[config.mk]
export PLATFORM = sky130hd
export DESIGN_NAME = page_bitmap_allocator
export DESIGN_NICKNAME = d
export VERILOG_FILES = /design/src/rtl/pba_pkg.sv /design/src/rtl/page_bitmap_allocator.sv /design/src/rtl/pba_ctrl.sv /design/src/rtl/pba_datapath.sv
export SDC_FILE = /design/constraint.sdc
export NUM_CORES = 2
export LEC_CHECK = 0
export BUFFER_PORTS_ARGS = -buffer_cell sky130_fd_sc_hd__buf_2
export CORE_MARGIN = 2
export CORE_UTILIZATION = 43
export CTS_CLUSTER_DIAMETER = 50
export DETAILED_ROUTE_END_ITERATION = 8
export GPL_TIMING_DRIVEN = 0
export PLACE_DENSITY = 0.58
export SYNTH_ARGS = -nofsm -noshare
export SYNTH_HDL_FRONTEND = slang
export SYNTH_SLANG_ARGS = --single-unit
[constraint.sdc]
create_clock -name clk_i -period 7.3 [get_ports clk_i]
set_input_delay 2.19 -clock clk_i [delete_from_list [all_inputs] [get_ports clk_i]]
set_output_delay 2.19 -clock clk_i [all_outputs]
set_load 0.01 [all_outputs]
[src/rtl/pba_pkg.sv]
// Package for the page bitmap allocator: sizes, opcodes and beat structs.
// No dependencies.
`default_nettype none
package pba_pkg;
  localparam int MaxPages  = 4096;
  localparam int WordBits  = 64;
  localparam int MapWords  = MaxPages / WordBits;
  localparam int WAW       = $clog2(MapWords);
  localparam int BW        = $clog2(WordBits);
  localparam int RegW      = 13;
  localparam int PageW     = 12;

  localparam logic [1:0] OP_ALLOC   = 2'd0;
  localparam logic [1:0] OP_FREE    = 2'd1;
  localparam logic [1:0] OP_RESERVE = 2'd2;
  localparam logic [1:0] OP_FREERNG = 2'd3;

  localparam logic [1:0] CFG_TOTAL = 2'd0;
  localparam logic [1:0] CFG_RLOW  = 2'd1;
  localparam logic [1:0] CFG_PFST  = 2'd2;
  localparam logic [1:0] CFG_PEND  = 2'd3;

  typedef struct packed {
    logic [1:0]      opcode;
    logic [PageW-1:0] start_page;
    logic [RegW-1:0] page_count;
  } req_t;

  typedef struct packed {
    logic            status;
    logic [PageW-1:0] result_page;
    logic [RegW-1:0] free_pages;
  } rsp_t;

  // controller -> datapath
  typedef struct packed {
    logic load;     // latch request
    logic rd;       // issue memory read at page pointer
    logic scan;     // alloc: evaluate page (data valid)
    logic apply;    // range: evaluate/write page
    logic rewind;   // alloc: set pointer to run start for marking
    logic mark;     // alloc: mark page used
    logic clr;      // reset clearing pass write
  } cmd_t;

  // datapath -> controller
  typedef struct packed {
    logic is_alloc;
    logic zero_cnt;
    logic found;
    logic ptr_done;   // pointer at/after end bound, or run found
    logic mark_done;  // marking reached last page of run
    logic clr_done;
  } sts_t;
endpackage
`default_nettype wire

[src/rtl/page_bitmap_allocator.sv]
// Page bitmap allocator, top level: controller plus datapath.
// Depends on pba_pkg, pba_ctrl, pba_datapath.
// Usage: raise start with req_i while busy is low; the request is taken at
// that edge. One result beat follows, shown for exactly one cycle with
// rsp_valid_o high; the receiver cannot stall it.
// Steps: allocate reads and scans each page up to the end of the first
// fitting run, then rewinds to the run start and reads and marks each
// page of that run; a zero-count allocate walks no page; a failed
// allocate and range operations read and evaluate each page walked. The
// single-port bitmap memory takes one read and one write per page.
// After reset a clearing pass sets all 64 bitmap words to all-used;
// busy stays high meanwhile. Configuration writes (cfg_we_i, cfg_idx_i,
// cfg_data_i) are taken at any edge and should be made while idle.
`default_nettype none
module page_bitmap_allocator import pba_pkg::*; (
  input  wire logic            clk_i,
  input  wire logic            rst_ni,
  input  wire logic            start,
  output logic                 busy,
  input  req_t                 req_i,
  output logic                 rsp_valid_o,
  output rsp_t                 rsp_o,
  input  wire logic            cfg_we_i,
  input  wire logic [1:0]      cfg_idx_i,
  input  wire logic [RegW-1:0] cfg_data_i
);
  cmd_t cmd;
  sts_t sts;

  pba_ctrl u_ctrl (
    .clk_i, .rst_ni, .start, .busy, .done_o(rsp_valid_o), .cmd_o(cmd), .sts_i(sts)
  );

  pba_datapath u_dp (
    .clk_i, .rst_ni, .req_i, .cmd_i(cmd), .sts_o(sts),
    .cfg_we_i, .cfg_idx_i, .cfg_data_i, .rsp_o
  );
endmodule
`default_nettype wire

[src/rtl/pba_ctrl.sv]
// Controller state machine for the page bitmap allocator.
// Depends on pba_pkg.
`default_nettype none
module pba_ctrl import pba_pkg::*; (
  input  wire logic clk_i,
  input  wire logic rst_ni,
  input  wire logic start,
  output logic      busy,
  output logic      done_o,
  output cmd_t      cmd_o,
  input  sts_t      sts_i
);
  localparam logic [2:0] S_CLR  = 3'd0;
  localparam logic [2:0] S_IDLE = 3'd1;
  localparam logic [2:0] S_RD   = 3'd2;
  localparam logic [2:0] S_EVAL = 3'd3;
  localparam logic [2:0] S_MRD  = 3'd4;
  localparam logic [2:0] S_MWR  = 3'd5;
  localparam logic [2:0] S_DONE = 3'd6;

  logic [2:0] state_q, state_d;

  always_ff @(posedge clk_i or negedge rst_ni) begin
    if (!rst_ni) state_q <= S_CLR;
    else state_q <= state_d;
  end

  assign busy = (state_q != S_IDLE);

  always_comb begin
    state_d = state_q;
    cmd_o   = '0;
    done_o  = 1'b0;
    case (state_q)
      S_CLR: begin
        cmd_o.clr = 1'b1;
        if (sts_i.clr_done) state_d = S_IDLE;
      end
      S_IDLE: begin
        if (start) begin
          cmd_o.load = 1'b1;
          state_d = S_RD;
        end
      end
      S_RD: begin
        if (sts_i.ptr_done || (sts_i.is_alloc && sts_i.zero_cnt)) state_d = S_DONE;
        else begin
          cmd_o.rd = 1'b1;
          state_d = S_EVAL;
        end
      end
      S_EVAL: begin
        if (sts_i.is_alloc) cmd_o.scan = 1'b1;
        else cmd_o.apply = 1'b1;
        state_d = S_RD;
        if (sts_i.is_alloc && sts_i.found) begin
          cmd_o.rewind = 1'b1;
          state_d = S_MRD;
        end
      end
      S_MRD: begin
        cmd_o.rd = 1'b1;
        state_d = S_MWR;
      end
      S_MWR: begin
        cmd_o.mark = 1'b1;
        state_d = sts_i.mark_done ? S_DONE : S_MRD;
      end
      S_DONE: begin
        done_o  = 1'b1;
        state_d = S_IDLE;
      end
      default: state_d = S_IDLE;
    endcase
  end
endmodule
`default_nettype wire

[src/rtl/pba_datapath.sv]
// Datapath: bitmap memory, page pointer, run tracking and free counter.
// Depends on pba_pkg.
`default_nettype none
module pba_datapath import pba_pkg::*; (
  input  wire logic            clk_i,
  input  wire logic            rst_ni,
  input  req_t                 req_i,
  input  cmd_t                 cmd_i,
  output sts_t                 sts_o,
  input  wire logic            cfg_we_i,
  input  wire logic [1:0]      cfg_idx_i,
  input  wire logic [RegW-1:0] cfg_data_i,
  output rsp_t                 rsp_o
);
  logic [WordBits-1:0] mem_q [MapWords];
  logic [WordBits-1:0] rdata_q;

  logic [RegW-1:0] total_q, rlow_q, pfst_q, pend_q;
  logic [RegW-1:0] ptr_q, end_q, run_q, first_q, cnt_q, free_q, last_q;
  logic [1:0]      op_q;
  logic            found_q, status_q;
  logic [WAW:0]    clr_q;
  logic [RegW-1:0] lim;

  assign lim = (total_q > RegW'(MaxPages)) ? RegW'(MaxPages) : total_q;

  always_ff @(posedge clk_i or negedge rst_ni) begin
    if (!rst_ni) begin
      total_q <= RegW'(4096);
      rlow_q  <= RegW'(256);
      pfst_q  <= '0;
      pend_q  <= '0;
    end else if (cfg_we_i) begin
      case (cfg_idx_i)
        CFG_TOTAL: total_q <= cfg_data_i;
        CFG_RLOW:  rlow_q  <= cfg_data_i;
        CFG_PFST:  pfst_q  <= cfg_data_i;
        CFG_PEND:  pend_q  <= cfg_data_i;
        default: ;
      endcase
    end
  end

  logic [WAW-1:0] waddr;
  logic [BW-1:0]  bsel;
  logic           bit_used, win, do_set, do_clr;
  assign waddr    = ptr_q[BW +: WAW];
  assign bsel     = ptr_q[BW-1:0];
  assign bit_used = rdata_q[bsel];
  assign win      = (pend_q > pfst_q) && (ptr_q >= pfst_q) && (ptr_q < pend_q);
  assign do_clr   = cmd_i.apply && bit_used &&
                    ((op_q == OP_FREE) || ((op_q == OP_FREERNG) && !win));
  assign do_set   = (cmd_i.apply && !bit_used && (op_q == OP_RESERVE)) ||
                    (cmd_i.mark && !bit_used);

  always_ff @(posedge clk_i) begin
    if (cmd_i.clr && !clr_q[WAW]) mem_q[clr_q[WAW-1:0]] <= '1;
    else if (do_clr || do_set) begin
      mem_q[waddr] <= do_set ? (rdata_q | (WordBits'(1) << bsel))
                             : (rdata_q & ~(WordBits'(1) << bsel));
    end
    if (cmd_i.rd) rdata_q <= mem_q[waddr];
  end

  logic [RegW:0] endsum;
  logic [RegW-1:0] firstp;
  assign endsum = {2'b0, req_i.start_page} + {1'b0, req_i.page_count};
  assign firstp = ({1'b0, req_i.start_page} < rlow_q) ? rlow_q : {1'b0, req_i.start_page};

  always_ff @(posedge clk_i or negedge rst_ni) begin
    if (!rst_ni) begin
      clr_q <= '0; free_q <= '0; ptr_q <= '0; end_q <= '0; run_q <= '0;
      first_q <= '0; cnt_q <= '0; last_q <= '0; op_q <= OP_ALLOC;
      found_q <= 1'b0; status_q <= 1'b0;
    end else begin
      if (cmd_i.clr && !clr_q[WAW]) clr_q <= clr_q + 1'b1;
      if (cmd_i.load) begin
        op_q    <= req_i.opcode;
        cnt_q   <= req_i.page_count;
        run_q   <= '0;
        found_q <= 1'b0;
        status_q <= (req_i.opcode == OP_ALLOC);
        case (req_i.opcode)
          OP_ALLOC: begin ptr_q <= '0; end_q <= lim; end
          OP_FREERNG: begin
            ptr_q <= firstp;
            end_q <= (endsum > {1'b0, lim}) ? lim : endsum[RegW-1:0];
          end
          default: begin
            ptr_q <= {1'b0, req_i.start_page};
            end_q <= (endsum > {1'b0, lim}) ? lim : endsum[RegW-1:0];
          end
        endcase
      end
      if (cmd_i.apply) ptr_q <= ptr_q + 1'b1;
      if (cmd_i.scan) begin
        if (bit_used) run_q <= '0;
        else begin
          run_q <= run_q + 1'b1;
          if (run_q + 1'b1 == cnt_q) begin
            found_q <= 1'b1;
            last_q  <= ptr_q;
            first_q <= ptr_q + 1'b1 - cnt_q;
          end
        end
        if (!(cmd_i.rewind)) ptr_q <= ptr_q + 1'b1;
      end
      if (cmd_i.rewind) begin
        ptr_q <= ptr_q + 1'b1 - cnt_q;
        status_q <= 1'b0;
      end
      if (cmd_i.mark) ptr_q <= ptr_q + 1'b1;
      if (do_clr) free_q <= free_q + 1'b1;
      if (do_set) free_q <= free_q - 1'b1;
    end
  end

  assign sts_o.is_alloc  = (op_q == OP_ALLOC);
  assign sts_o.zero_cnt  = (cnt_q == '0);
  assign sts_o.found     = !bit_used && (run_q + 1'b1 == cnt_q);
  assign sts_o.ptr_done  = (ptr_q >= end_q) || found_q;
  assign sts_o.mark_done = (ptr_q == last_q);
  assign sts_o.clr_done  = clr_q[WAW];

  assign rsp_o.status      = status_q;
  assign rsp_o.result_page = status_q ? '0 : ((op_q == OP_ALLOC) ? first_q[PageW-1:0] : '0);
  assign rsp_o.free_pages  = free_q;
endmodule
`default_nettype wire
# [Word-level counts from Yosys, hierarchy flattened]
# Memories as Yosys holds them, arrays and structs flattened. A register that Yosys moved wholly into a read port is not among the register bits.
# Index checks and enable logic that the tools add are counted.
[classes] addsub=7 mul=0 n_div=0 magnitude_cmp=8 n_eq_ne=18 shifts=1 muxes=51 bitwise_logic=4 reduce_logical=36
[ops] operator="13-bit two-way mux" count=14
[ops] operator="64-bit two-way mux" count=2
[ops] operator="64-bit bitwise AND" count=1
[ops] operator="64-bit inverter" count=1
[ops] operator="64-bit OR" count=1
[ops] operator="64-bit OR reduction" count=1
[ops] operator="1-bit by 6-bit << shifter with 64-bit output, first input constant" count=1
[ops] operator="13-bit by 1-bit adder with 13-bit output, second input constant" count=3
[ops] operator="13-bit equality test" count=2
[ops] operator="13-bit greater-or-equal comparator" count=2
[ops] operator="13-bit case mux with 2 select lines" count=1
[ops] operator="12-bit two-way mux" count=2
[ops] operator="1-bit two-way mux" count=22
[ops] operator="3-bit case mux with 6 select lines" count=1
[ops] operator="3-bit two-way mux" count=5
[ops] operator="12-bit by 13-bit adder with 14-bit output" count=1
[ops] operator="14-bit by 13-bit greater-than comparator with 1-bit output" count=1
[ops] operator="13-bit greater-than comparator" count=1
[ops] operator="13-bit greater-than comparator, second input constant" count=1
[ops] operator="13-bit zero test" count=1
[ops] operator="12-bit by 13-bit less-than comparator with 1-bit output" count=1
[ops] operator="13-bit less-than comparator" count=1
[ops] operator="13-bit by 1-bit subtractor with 13-bit output, second input constant" count=1
[ops] operator="13-bit subtractor" count=1
[ops] operator="24 further kinds" count=57
[word_totals] register_bits=156 latchBits=0 ramBits=4096 romBits=0 input_bits=46 output_inout_bits=28 elab_cells=142 mem_count=1
[mem_list] memory="u_dp.mem_q" depth=64 word_bits=64 read_ports=1 rd_ports_with_merged_regs=1 wr=1 line_no="pba_datapath.sv:15" source="logic [WordBits-1:0] mem_q [MapWords];"

# [Longest topological paths before layout]
[depth] word_depth=16 mapped_depth=18 mapped_depth_nobuf=16

# [By module]
# Synthesis repeated with hierarchy kept, for this count alone.
[hier_totals] cells_unflattened=7505 area_unflattened_um2=171127.9
[modules_own_cells] module="pba_datapath" instances=1 cells_each=7465 area_each_um2=170832.6 seq_area_each_um2=128751.0
[modules_own_cells] module="pba_ctrl" instances=1 cells_each=40 area_each_um2=295.3 seq_area_each_um2=75.1

# [Worst setup path before layout]
# OpenSTA, ideal clock, no wires.
[synth_path] path_type="register to register" startpoint="register u_dp.ptr_q[0]" endpoint="memory u_dp.mem_q[39][0] (enable)" setup_time_ns=0.585 t_arrival_ns=7.448 setup_slack_ns=-0.733 stages_incl_launch_ff=13 path_buffers=2 cell_sequence="dfrtp_1 -> buf_6 -> inv_1 -> ha_1 -> nand2b_1 -> a21o_1 -> a211oi_1 -> o21ai_0 -> a221o_1 -> a31oi_1 -> a21oi_4 -> buf_2 -> o32ai_1"
[synth_via] elab_chain_cells=13 word_cells_on_any_way=23 classes_between="order compare: 2; mux: 7; reduce/logical: 14"
[synth_rtl] item="from (decl)" line_no="pba_datapath.sv:19" source="logic [RegW-1:0] ptr_q, end_q, run_q, first_q, cnt_q, free_q, last_q;"
[synth_rtl] item="from (signal assigned)" line_no="pba_datapath.sv:86" source="ptr_q <= firstp;"
[synth_rtl] item="from (signal assigned)" line_no="pba_datapath.sv:90" source="ptr_q <= {1'b0, req_i.start_page};"
[synth_rtl] item="from (signal assigned)" line_no="pba_datapath.sv:95" source="if (cmd_i.apply) ptr_q <= ptr_q + 1'b1;"
[synth_rtl] item="13-bit greater-or-equal comparator" line_no="pba_datapath.sv:50" source="assign win = (pend_q > pfst_q) && (ptr_q >= pfst_q) && (ptr_q < pend_q);"
[synth_rtl] item="1-bit logical AND (2 in series)" line_no="pba_datapath.sv:50"
[synth_rtl] item="1-bit zero test" line_no="pba_datapath.sv:52" source="((op_q == OP_FREE) || ((op_q == OP_FREERNG) && !win));"
[synth_rtl] item="1-bit logical AND" line_no="pba_datapath.sv:52"
[synth_rtl] item="1-bit logical OR" line_no="pba_datapath.sv:52"
[synth_rtl] item="1-bit logical AND" line_no="pba_datapath.sv:51" source="assign do_clr = cmd_i.apply && bit_used &&"
[synth_rtl] item="1-bit logical OR (*)" line_no="pba_datapath.sv:58" source="else if (do_clr || do_set) begin"
[synth_rtl] item="1-bit two-way mux (*)" line_no="pba_datapath.sv:58"
[synth_rtl] item="1-bit two-way mux (*)" line_no="pba_datapath.sv:57" source="if (cmd_i.clr && !clr_q[WAW]) mem_q[clr_q[WAW-1:0]] <= '1;"
[synth_rtl] item="1-bit two-way mux (*)" line_no="pba_datapath.sv:59" source="mem_q[waddr] <= do_set ? (rdata_q | (WordBits'(1) << bsel))"
[synth_rtl] item="64-bit OR reduction (no line)"
[synth_rtl] item="6-bit two-way mux (no line) or 1-bit two-way mux (tied branches)"
[synth_rtl] item="to (decl)" line_no="pba_datapath.sv:15"
# Mark *: on every way between the ends. The rest lies on a longest branch, timed or not. The select of a mux whose other input is x is not followed.

# [Worst setup path after layout]
[layout_path] startpoint="register u_dp.ptr_q[0]" endpoint="memory u_dp.mem_q[4][19] (data pin)"
[layout_via] elab_chain_cells=13 word_cells_on_any_way=27 classes_between="order compare: 2; shift: 1; mux: 7; bitwise: 3; reduce/logical: 14"
[layout_rtl] item="13-bit greater-or-equal comparator" line_no="pba_datapath.sv:50"
[layout_rtl] item="1-bit logical AND (2 in series)" line_no="pba_datapath.sv:50"
[layout_rtl] item="1-bit zero test" line_no="pba_datapath.sv:52"
[layout_rtl] item="1-bit logical AND" line_no="pba_datapath.sv:52"
[layout_rtl] item="1-bit logical OR" line_no="pba_datapath.sv:52"
[layout_rtl] item="1-bit logical AND" line_no="pba_datapath.sv:51"
[layout_rtl] item="1-bit logical OR" line_no="pba_datapath.sv:58"
[layout_rtl] item="1-bit two-way mux" line_no="pba_datapath.sv:58"
[layout_rtl] item="1-bit two-way mux" line_no="pba_datapath.sv:57"
[layout_rtl] item="1-bit two-way mux" line_no="pba_datapath.sv:59"
[layout_rtl] item="64-bit OR reduction (no line)"
[layout_rtl] item="64-bit two-way mux (no line) (*)"
# Marked as above.

==> results.md <==
Clock tree:
- At the later pin of the worst-skew pair, clock insertion delay measures 1.00 ns.
- After clock tree synthesis, the setup repair step added 0 buffers.
- The clock tree from TritonCTS is yes.
- The H-tree depth is 5.
- The number of clock sinks is 4316.
- The maximum clock insertion buffer count is 4.
- The clock buffer count from CTS is 458.
- The total of hold buffers inserted after clock tree synthesis is 0.
- After clock tree synthesis, the clock-pin slew on the worst setup and hold paths is 0.06 ns.
- The cell sitting at the root of the clock tree is a clkbuf_16.
- In this run, post-CTS repair resized a total of 0 instances.

Logic synthesis:
- In this run the mean area of a mapped cell was 23.1 um^2.
- The count of synthesis-stage warnings from yosys is 0.
- In the synthesized netlist the async set-or-reset flop fraction comes to 3.61%.
- For this run, the leading register cell type out of synthesis is edfxtp_1.
- The number of synthesized flops with an enable pin is 4160.
- The part of the Yosys area used for sequential elements is 75.6%.
- The net count after synthesis is 7535.
- In the synthesized netlist, the number of instances is 7366.
- The register bit total from synthesis is 4316.
- The distinct cell type count of the synthesized netlist is 84.
- The synthesized netlist occupies a cell area of 170000 um^2.

Setup path:
- The critical path start-end classification is flip-flop to flip-flop.
- The worst path required time is 7.99 ns.
- The beginning of the worst register-to-register path is u_dp.ptr_q[0].
- The minimum setup slack among reg-to-reg paths is 0.35 ns.
- The number of cells on the worst reg-to-reg path is 16.
- The worst setup path is launched from a flip-flop.
- The highest net fanout along the worst path is 17.
- STA classifies the critical path endpoint as a flip-flop.
- The terminus of the critical flop-to-flop path is u_dp.mem_q[4][19].
- The data arrival time of the critical path is 7.64 ns.

Route:
- The routed layout has 86200 vias.
- The first TritonRoute pass finished after 6 iterations.
- After detailed routing, the total wire length is 497 mm.
- The post-route met1 wirelength is 194 mm.
- In the final routed layout, each cell accounts on average for 35.3 um.
- The total DRC errors in the routed layout is 0.
- The number of routed nets with antenna violations is 0.
- After detailed routing, the met2 layer carries 239 mm of wire.
- The uppermost layer routed is met5.
- Dividing the detail-routed via count by the number of cells gives 6.11.
- The detailed router finished its first iteration with 10900 violations.
- The wire length on met3 is 42.4 mm.

STA:
- The max-slew violation total from the final report is 0.
- The final-layout worst hold slack is 0.485 ns.
- Between clock sinks in the finished design, the worst skew comes to 0.0823 ns.
- At the pin with the least slew margin, the transition time is 1.49 ns.
- The clock period minus final worst setup slack is 6.95 ns.
- The max-slew headroom at the worst pin is 0.148%.
- In the finished design, the share of the clock period the worst path needs comes to 95.2%.
- After routing, the total negative slack on setup checks comes to 0 ns.
- Setup repair after global routing left no endpoint under its margin.
- The number of hold violations in the final report is 0.
- The maximum clock frequency is 144 MHz.
- The slack of the critical path is 0.353 ns.
- The number of setup violations in the final report is 0.

Worst hold path:
- Counting instances, the worst hold path has a depth of 2.
- The class of the tightest hold or removal check is flip-flop to flip-flop.
- The end point of the worst hold path is u_dp.found_q.
- In this run the most critical hold path is launched from u_dp.found_q.

Global route:
- In the global route stage, overall resource usage came out at 24.7%.
- The global-route wire length before repair is 687 mm.
- The initial antenna violation count came to 37.
- Entering global routing, the biggest net connects 97 pins.
- The number of global-route vias before repair is 86400.
- Global routing finished with a remaining overflow of 0.

Floorplanning:
- The starting density of the core is 43.1%.
- The standard cell core area is 395000 um^2.
- The top-level port count is 74.
- The floorplan die width is 634 um.
- The initialized floorplan defines 231 standard-cell rows.
- The chip height is 634 um.
- The die outline area is 401000 um^2.

Placement:
- Port buffering added 73 buffers.
- Timing analysis after detailed placement gives a worst setup slack of 0.549 ns.
- The placer's final routability congestion estimate is 0.846.
- Once placement completed, the tool counted placed cells totaling 13200.
- The wire-length estimate of the detail-placed layout is 355 mm.

Power and ir drop:
- The power density of the placed cells is 395 nW/um^2.
- Across the VDD grid, the largest voltage drop is 0.250 mV.
- The analysis attributes to cell leakage a power of 0.0650 uW.

Final layout:
- The area growth from synthesis to layout is 18.9%.
- The number of nets in the final layout is 8608.
- The non-filler instance count after layout is 14100.
- The filler cell count is 30500.
- The proportion of layout cells with a drive suffix above 1 is 33.9%.

Flow run:
- The number of max-capacitance violations reported is 1.

Status:
- The flow ran to the end, but the final reports show violations.
- The checks that failed: capacitance limit.
## where the power goes
part	leakage (uW)	switching, uW	total (uW)	internal [uW]
clock network	0.00717	9780	23000	13300
registers	0.0395	755	31000	30200
logic	0.0183	15400	25900	10500
total	0.0650	26000	79900	54000
## worst max path at each step
stage / startpoint / end / slack [ns] / cells after the start
after global placement: u_dp.ptr_q[8] / u_dp.mem_q[44][32] / -13.86 / 6
after detailed placement: u_dp.ptr_q[0] / u_dp.mem_q[0][19] / 0.55 / 16
after global routing: u_dp.ptr_q[0] / u_dp.mem_q[4][19] / 0.32 / 16
after CTS: u_dp.ptr_q[0] / u_dp.mem_q[4][19] / 0.49 / 16
final: u_dp.ptr_q[0] / u_dp.mem_q[4][19] / 0.35 / 16
after floorplan: u_dp.ptr_q[0] / u_dp.mem_q[39][0] / -0.73 / 12
## cell usage in the layout, fill, tap and decap left out, types with 26 or more instances in the layout
cell type	n
edfxtp_1	4160
mux4_2	1361
buf_6	29
nand2_1	135
clkbuf_1	302
o32ai_4	32
clkinvlp_4	28
o211ai_1	37
clkbuf_2	34
inv_6	26
buf_1	56
nor2_1	77
buf_16	141
o21ai_0	121
clkinv_1	85
bufinv_16	46
buf_4	139
xnor2_1	49
clkinv_2	74
dfrtp_1	154
a21oi_1	54
buf_2	150
diode_2	41
nor3_1	26
inv_1	82
nand3_1	39
xor2_1	27
buf_12	34
buf_8	215
ha_1	120
mux2_2	60
clkbuf_16	462
## routing by layer
layer	global-route usage (%)	vias to the layer above
met2	39.6	4258
met4	10.1	8
met3	4.87	869
li1	-	34000
met5	0	-
met1	33.4	47100
## state kept, by name, indices dropped and copies added (netlist names), 7 cells and up
name          count
u_dp.clr_q        7
u_dp.cnt_q       13
u_dp.end_q       13
u_dp.first_q     12
u_dp.free_q      13
u_dp.last_q      13
u_dp.mem_q     4096
u_dp.pend_q      13
u_dp.pfst_q      13
u_dp.ptr_q       13
u_dp.rdata_q     64
u_dp.rlow_q      13
u_dp.run_q       13
u_dp.total_q     13
## synthesized netlist by cell type, drive strengths merged (17+ instances only)
cell,count,area share (%)
mux2,88,0.62
dfrtp,154,2.3
clkbuf,244,0.54
o211ai,57,0.31
and2,20,0.073
xor2,27,0.14
edfxtp,4160,73
buf,151,0.44
o21ai,123,0.36
a211oi,17,0.075
nand2,136,0.30
o31ai,33,0.15
nand3,41,0.13
nor2,78,0.18
nand2b,19,0.070
or2,26,0.095
o32ai,32,0.16
nor3,27,0.082
a21o,23,0.10
xnor2,49,0.25
inv,83,0.18
a31oi,21,0.077
a21oi,56,0.17
mux4,1361,18
ha,120,0.88
## cells by family after synthesis
kind of cell    share of synthesized area, %
compound gates                          1.99
flops                                   75.6
simple gates                            1.28
buf+inv                                 1.16
fa+ha+maj                              0.916
xor+xnor                               0.391
mux                                     18.7
## layout make-up
cell class | instances | area, um^2 | area share (%)
clock inverter | 289 | 2880 | 1.42
buffer | 395 | 1720 | 0.849
inverter | 83 | 312 | 0.154
tap | 5242 | 6560 | 3.24
timing repair buffer | 613 | 9360 | 4.62
multi-input combinational | 2572 | 41000 | 20.2
antenna | 41 | 103 | 0.0506
clock buffer | 555 | 11900 | 5.88
sequential | 4316 | 129000 | 63.6
## per-stage QoR
step	power [uW]	utilization [%]	area (um^2)
after floorplan	46400	-	170000
after global placement	56200	44.9	177000
after detailed placement	57400	47.5	188000
after CTS	80400	51.3	203000
after global routing	82400	51.3	203000
final	79900	51.3	203000
## critical path, cell delays in order, from the launching register on
cell      delay [ns]
dfrtp_1         0.80
buf_6           0.39
inv_1           0.45
ha_1            0.43
nand2b_1        0.14
a21o_1          0.19
a211oi_1        0.23
o21ai_0         0.16
a221o_1         0.35
a31oi_1         0.80
a21o_1          0.48
buf_4           0.49
buf_4           0.35
o211ai_1        0.48
buf_4           0.42
buf_4           0.21
buf_4           0.19
Power figures use the tool's default switching activity.
